[src/hw/rtl/cspc_pkg.sv]
// types and constants of the collatz step parity cell core
// no dependencies; used by the core, its checker and the testbench
`default_nettype none

package cspc_pkg;

    localparam int DIM_MAX    = 4096;
    localparam int STEP_LIMIT = 10000;

    localparam int DIM_W   = 13;
    localparam int CELL_W  = 12;
    localparam int COUNT_W = 14;
    localparam int WORK_W  = 64;
    localparam int STEP_W  = $clog2(STEP_LIMIT + 1);
    localparam int IDX_W   = 2;

    localparam logic [IDX_W-1:0] REG_GRID_ROWS = 2'd0;
    localparam logic [IDX_W-1:0] REG_GRID_COLS = 2'd1;

    typedef struct packed {
        logic [CELL_W-1:0] cell_row;
        logic [CELL_W-1:0] cell_col;
    } cspc_in_t;

    typedef struct packed {
        logic               colored;
        logic [COUNT_W-1:0] step_count;
    } cspc_out_t;

    typedef enum logic [2:0] {
        S_IDLE = 3'b001,
        S_MULT = 3'b010,
        S_RUN  = 3'b100
    } cspc_state_t;

endpackage

`default_nettype wire

[src/hw/rtl/collatz_step_parity_cell_core.sv]
// collatz step parity cell core: top level with sequencer and shared step unit
// depends on cspc_pkg
//
// usage
//   configuration: cfg_we with cfg_index selects grid_rows (0) or grid_cols (1);
//   cfg_data above DIM_MAX is saturated, other indexes are ignored. write only
//   while busy is low and no beat is in flight.
//   query: a beat is taken at a clock edge with start high and busy low.
//   result: done is high for one cycle with result valid; it cannot be held off.
//   sequence: the S_MULT state forms the start value with the multiplier, then
//   S_RUN works one collatz step per cycle on the shared 64-bit add/shift unit
//   until stepping stops, then finishes; busy stays high meanwhile and done follows in the
//   cycle busy drops. a cell outside the grid runs as a start value of one, with no steps.
//   one query is worked at a time: the single step unit takes no new query
//   until the last one is done.
//   a new query may be started in the same cycle that done is shown.
//   reset: grid size clears to zero, the sequencer goes idle, no done pulse.
`default_nettype none

module collatz_step_parity_cell_core (
    input  wire logic                           clk,
    input  wire logic                           rst_n,
    input  wire logic                           start,
    output logic                                busy,
    input  wire cspc_pkg::cspc_in_t             query,
    output logic                                done,
    output cspc_pkg::cspc_out_t                 result,
    input  wire logic                           cfg_we,
    input  wire logic [cspc_pkg::IDX_W-1:0]     cfg_index,
    input  wire logic [cspc_pkg::DIM_W-1:0]     cfg_data
);

    cspc_pkg::cspc_state_t            state_reg, state_next;
    logic [cspc_pkg::DIM_W-1:0]       grid_rows_reg, grid_cols_reg;
    logic [cspc_pkg::DIM_W-1:0]       cfg_clamped;
    logic [cspc_pkg::DIM_W-1:0]       row_span_reg, col_span_reg;
    logic [cspc_pkg::DIM_W-1:0]       row_rest, col_rest;
    logic [cspc_pkg::DIM_W-1:0]       row_ext, col_ext;
    logic                             in_range_reg;
    logic [cspc_pkg::WORK_W-1:0]      value_reg, value_next, value_step;
    logic [cspc_pkg::STEP_W-1:0]      count_reg, count_next;
    logic [2*cspc_pkg::DIM_W-1:0]     start_value;
    logic                             accept, stepping;
    logic                             done_reg, done_next;
    cspc_pkg::cspc_out_t              result_reg, result_next;

    assign accept = start && (state_reg == cspc_pkg::S_IDLE);
    assign busy   = (state_reg != cspc_pkg::S_IDLE);
    assign done   = done_reg;
    assign result = result_reg;

    // config saturation
    assign cfg_clamped = (cfg_data > cspc_pkg::DIM_W'(cspc_pkg::DIM_MAX))
                       ? cspc_pkg::DIM_W'(cspc_pkg::DIM_MAX) : cfg_data;

    always_ff @(posedge clk or negedge rst_n)
    begin
        if (!rst_n)
        begin
            grid_rows_reg <= '0;
            grid_cols_reg <= '0;
        end
        else if (cfg_we)
        begin
            unique case (cfg_index)
                cspc_pkg::REG_GRID_ROWS: grid_rows_reg <= cfg_clamped;
                cspc_pkg::REG_GRID_COLS: grid_cols_reg <= cfg_clamped;
                default: ;
            endcase
        end
    end

    // spans from the cell to the far edge
    assign row_ext  = {1'b0, query.cell_row};
    assign col_ext  = {1'b0, query.cell_col};
    assign row_rest = grid_rows_reg - row_ext;
    assign col_rest = grid_cols_reg - col_ext;

    always_ff @(posedge clk)
    begin
        if (accept)
        begin
            row_span_reg <= (row_ext > row_rest) ? row_ext : row_rest;
            col_span_reg <= (col_ext > col_rest) ? col_ext : col_rest;
            in_range_reg <= (row_ext < grid_rows_reg) && (col_ext < grid_cols_reg);
        end
    end

    assign start_value = row_span_reg * col_span_reg;

    // shared step unit
    assign value_step = value_reg[0]
                      ? ((value_reg << 1) + value_reg + cspc_pkg::WORK_W'(1))
                      : (value_reg >> 1);
    assign stepping   = (value_reg > cspc_pkg::WORK_W'(1))
                      && (count_reg < cspc_pkg::STEP_W'(cspc_pkg::STEP_LIMIT));

    always_comb
    begin
        state_next  = state_reg;
        value_next  = value_reg;
        count_next  = count_reg;
        done_next   = 1'b0;
        result_next = result_reg;
        unique case (state_reg)
            cspc_pkg::S_IDLE:
            begin
                if (accept)
                begin
                    state_next = cspc_pkg::S_MULT;
                end
            end
            cspc_pkg::S_MULT:
            begin
                // outside the grid runs as a start value of one
                value_next = in_range_reg ? cspc_pkg::WORK_W'(start_value)
                                          : cspc_pkg::WORK_W'(1);
                count_next = '0;
                state_next = cspc_pkg::S_RUN;
            end
            cspc_pkg::S_RUN:
            begin
                if (stepping)
                begin
                    value_next = value_step;
                    count_next = count_reg + cspc_pkg::STEP_W'(1);
                end
                else
                begin
                    result_next.colored    = count_reg[0];
                    result_next.step_count = cspc_pkg::COUNT_W'(count_reg);
                    done_next              = 1'b1;
                    state_next             = cspc_pkg::S_IDLE;
                end
            end
            default:
            begin
                state_next = cspc_pkg::S_IDLE;
            end
        endcase
    end

    always_ff @(posedge clk or negedge rst_n)
    begin
        if (!rst_n)
        begin
            state_reg <= cspc_pkg::S_IDLE;
            done_reg  <= 1'b0;
        end
        else
        begin
            state_reg <= state_next;
            done_reg  <= done_next;
        end
    end

    always_ff @(posedge clk)
    begin
        value_reg  <= value_next;
        count_reg  <= count_next;
        result_reg <= result_next;
    end

endmodule

`default_nettype wire

[config.mk]
export PLATFORM = sky130hd
export DESIGN_NAME = collatz_step_parity_cell_core
export DESIGN_NICKNAME = d
export VERILOG_FILES = /design/src/hw/rtl/cspc_pkg.sv /design/src/hw/rtl/collatz_step_parity_cell_core.sv
export SDC_FILE = /design/constraint.sdc
export NUM_CORES = 1
export LEC_CHECK = 0
export BUFFER_PORTS_ARGS = -buffer_cell sky130_fd_sc_hd__buf_2
export CORE_MARGIN = 2
export CORE_UTILIZATION = 30
export DETAILED_ROUTE_END_ITERATION = 12
export GPL_ROUTABILITY_DRIVEN = 0
export PLACE_DENSITY = 0.54
export REMOVE_ABC_BUFFERS = 1
export SYNTH_ARGS = -nofsm -noshare
export SYNTH_HDL_FRONTEND = slang
export SYNTH_SLANG_ARGS = --single-unit
[constraint.sdc]
create_clock -name clk -period 17.3 [get_ports clk]
set_input_delay 1.73 -clock clk [delete_from_list [all_inputs] [get_ports clk]]
set_output_delay 1.73 -clock clk [all_outputs]
set_load 0.02 [all_outputs]
==> results.txt <==
startpoint types = register
kind of critical path = reg -> reg
Tmin final = 6.14 ns
GRT Overall Usage = 15.4%
Clock transition at path regs = 0.07 ns
WHS = 0.488 ns
Layout Utilization = 32.8%
max reg flops = 63
Post-Route WL = 47.7 mm
Chip Width = 253 um
area of the multi-input gates = 0.0127 mm2
post-CTS repair timing setup buffer count = 0
CP Capture Type = register
Area Overhead vs Synth = 8.42%
worst r2r src = col_span_reg[3]$_DFFE_PP_
status = completed
Min-Delay Path Class = reg -> reg
setup_tns = 0 ns
Req. time, crit path = 17.55 ns
register bit total from synthesis = 149
diode count = 0
share of layout cells above drive strength 1 = 6.76%
Clock Sink Count = 149
CP Launch Point = col_span_reg[3]$_DFFE_PP_
Cell Rows = 91
wire per inst = 16.3 um
Clk Latency, worst-skew pair = 0.49 ns
Place WS = 11.15 ns
post-synth cell types = 84
Synth warnings = 0
Hold-fix buffers, CTS = 0
post-CTS sizing = 0
Fin Clk Skew = 0.0121 ns
dpl hpwl = 38.2 mm
DR vias/cell = 5.00
final hold viol count = 0
htree depth = 4
Worst EP arrival = 6.39 ns
max-slew violations = 0
sequential element share of the synthesized area = 23.3%
CORE AREA = 0.0614 mm2
Avg Synthesized Cell Area = 8.79 um2
first-pass GRT wire length = 78.1 mm
Mapped Area = 0.0185 mm2
RSZ-0062 raised after global routing = no
initial core utilization = 30.2%
initial antenna violation count = 1
Final period util = 35.5%
relative slew slack = 21.4%
TritonCTS buffer count = 17
PortBufs = 59
drt drc = 0
Routed Antenna Nets = 0
CTS Buffer Depth = 2
synth top area cells = edfxtp_1, ha_1, fa_1, inv_1, nand2_1
nets@finish = 2510
drt first pass iters = 5
root buf cell = clkbuf_16
number of flops mapped to enable cells by yosys = 119
FMAX = 163 MHz
final setup fails = 0
vias post-DR = 14600
Cells after Synth = 2111
die area = 0.0638 mm2
asr flop ratio synth = 20.1%
vias in the first global route = 14900
peak fanout along the critical path = 13
CTS tree = built
Starting DRT DRC Count = 757
pin count of the biggest net entering global routing = 65
DIE HEIGHT = 253 um
Max Cap Violations = 0
final worst setup slack = 11.16 ns
worst hold path startpoint = grid_rows_reg[7]$_DFFE_PN0P_
Most used DFF post-synth = edfxtp_1
GR Overflow Total = 0
share of the synthesized area in the top cell type = 19.3%
register area = 0.00433 mm2
largest area contributor in the netlist = edfxtp_1
# fillers = 6346
num ports = 60
Slew @ Worst Pin = 1.18 ns
## critical path, stage by stage, from the launching register on
cell and delay (ns):
edfxtp_1 0.56, and2_1 0.26, fa_1 0.54, inv_1 0.06, fa_1 0.53, inv_1 0.05, fa_1 0.46, fa_1 0.49
inv_1 0.06, fa_1 0.53, inv_1 0.04, ha_1 0.33, o21a_1 0.21, o211ai_1 0.24, o21ai_1 0.16, a221o_1 0.39
a2111oi_0 0.44, nor3_1 0.13, xor2_1 0.16, a31o_2 0.24
## worst paths after layout
| check | endpoint | slack [ns] | depth (start not counted) |
|---|---|---|---|
| worst max-delay path | value_reg[19]$_DFFE_PP_ | 11.16 | 19 |
| worst min-delay path | grid_rows_reg[7]$_DFFE_PN0P_ | 0.49 | 2 |
| worst max register to register | value_reg[19]$_DFFE_PP_ | 11.16 | 19 |
| max in group asynchronous | grid_cols_reg[1]$_DFFE_PN0P_ | 15.51 | 1 |
| worst min register to register | grid_rows_reg[7]$_DFFE_PN0P_ | 0.49 | 2 |
| min in group asynchronous | grid_rows_reg[11]$_DFFE_PN0P_ | 1.31 | 1 |
## metal layers
| metal | track usage [%] | wire (um) | vias to the layer above | share of wire, % |
|---|---|---|---|---|
| met5 | 0 | 0 | - | 0 |
| li1 | - | - | 7229 | - |
| met3 | 2.89 | 1800 | 59 | 3.8 |
| met2 | 26.7 | 23400 | 264 | 49 |
| met4 | 4.99 | 1010 | 0 | 2.1 |
| met1 | 19.2 | 21500 | 7050 | 45 |
## cells in the mapped netlist, types with 5 or more instances
library cell and n:
nor4_1 6, clkbuf_1 59, nand2b_1 18, nand3_1 38
or3_1 17, and3_1 10, o21bai_1 18, buf_2 8
o21ai_0 104, or2_2 7, a211oi_1 11, xor2_1 32
nand2_1 238, o211ai_1 12, dfrtp_1 29, o21ai_1 7
a311oi_1 5, nand4_1 43, a22oi_1 5, fa_1 124
o21a_1 26, and2_1 83, ha_1 226, a21boi_0 5
nor3_1 23, nand3b_1 5, a31oi_1 7, a21oi_1 116
nor2_1 102, mux2i_1 50, inv_1 308, nor2b_1 15
a221oi_1 7, o22ai_1 12, a21o_1 56, o31ai_1 7
a32o_1 7, xnor2_1 58, edfxtp_1 119
## stage by stage
step | instances | instance area (um2)
2_1_floorplan | 2030 | 18100
3_3_place_gp | 2888 | 19500
3_5_place_dp | 2888 | 19500
4_1_cts | 2920 | 20100
5_1_grt | 2920 | 20100
6_report | 2920 | 20100
## cells by family after synthesis
family	after synthesis	share of synthesized area, %
AO/OA/AOI/OAI	455	16.2
XOR/XNOR	90	4.25
adder cells (fa/ha/maj)	350	28.6
buffers and inverters	390	8.41
flip-flops	149	23.3
multiplexers	54	2.94
AND/OR/NAND/NOR	623	16.3
## layout by cell type (no fill, tap or decap), types with 43 or more instances in the layout
cell type / instances
fa_1: 124
ha_1: 226
inv_1: 308
nor2_1: 98
nand4_1: 43
o21ai_0: 104
edfxtp_1: 119
a21o_1: 56
a21oi_1: 116
buf_2: 59
and2_1: 83
mux2i_1: 50
nand2_1: 237
xnor2_1: 58
## final cells by class
type / instances / share of cell area [%]
Clock buffer: 20 / 2.38
Clock inverter: 12 / 0.516
Inverter: 309 / 5.77
Tap cell: 790 / 4.92
Multi-Input combinational cell: 1572 / 63.1
Timing Repair Buffer: 68 / 1.80
Sequential cell: 149 / 21.5
Power is not shown: default switching activity piles up to over one toggle a cycle in this logic, so the estimate is an artifact.
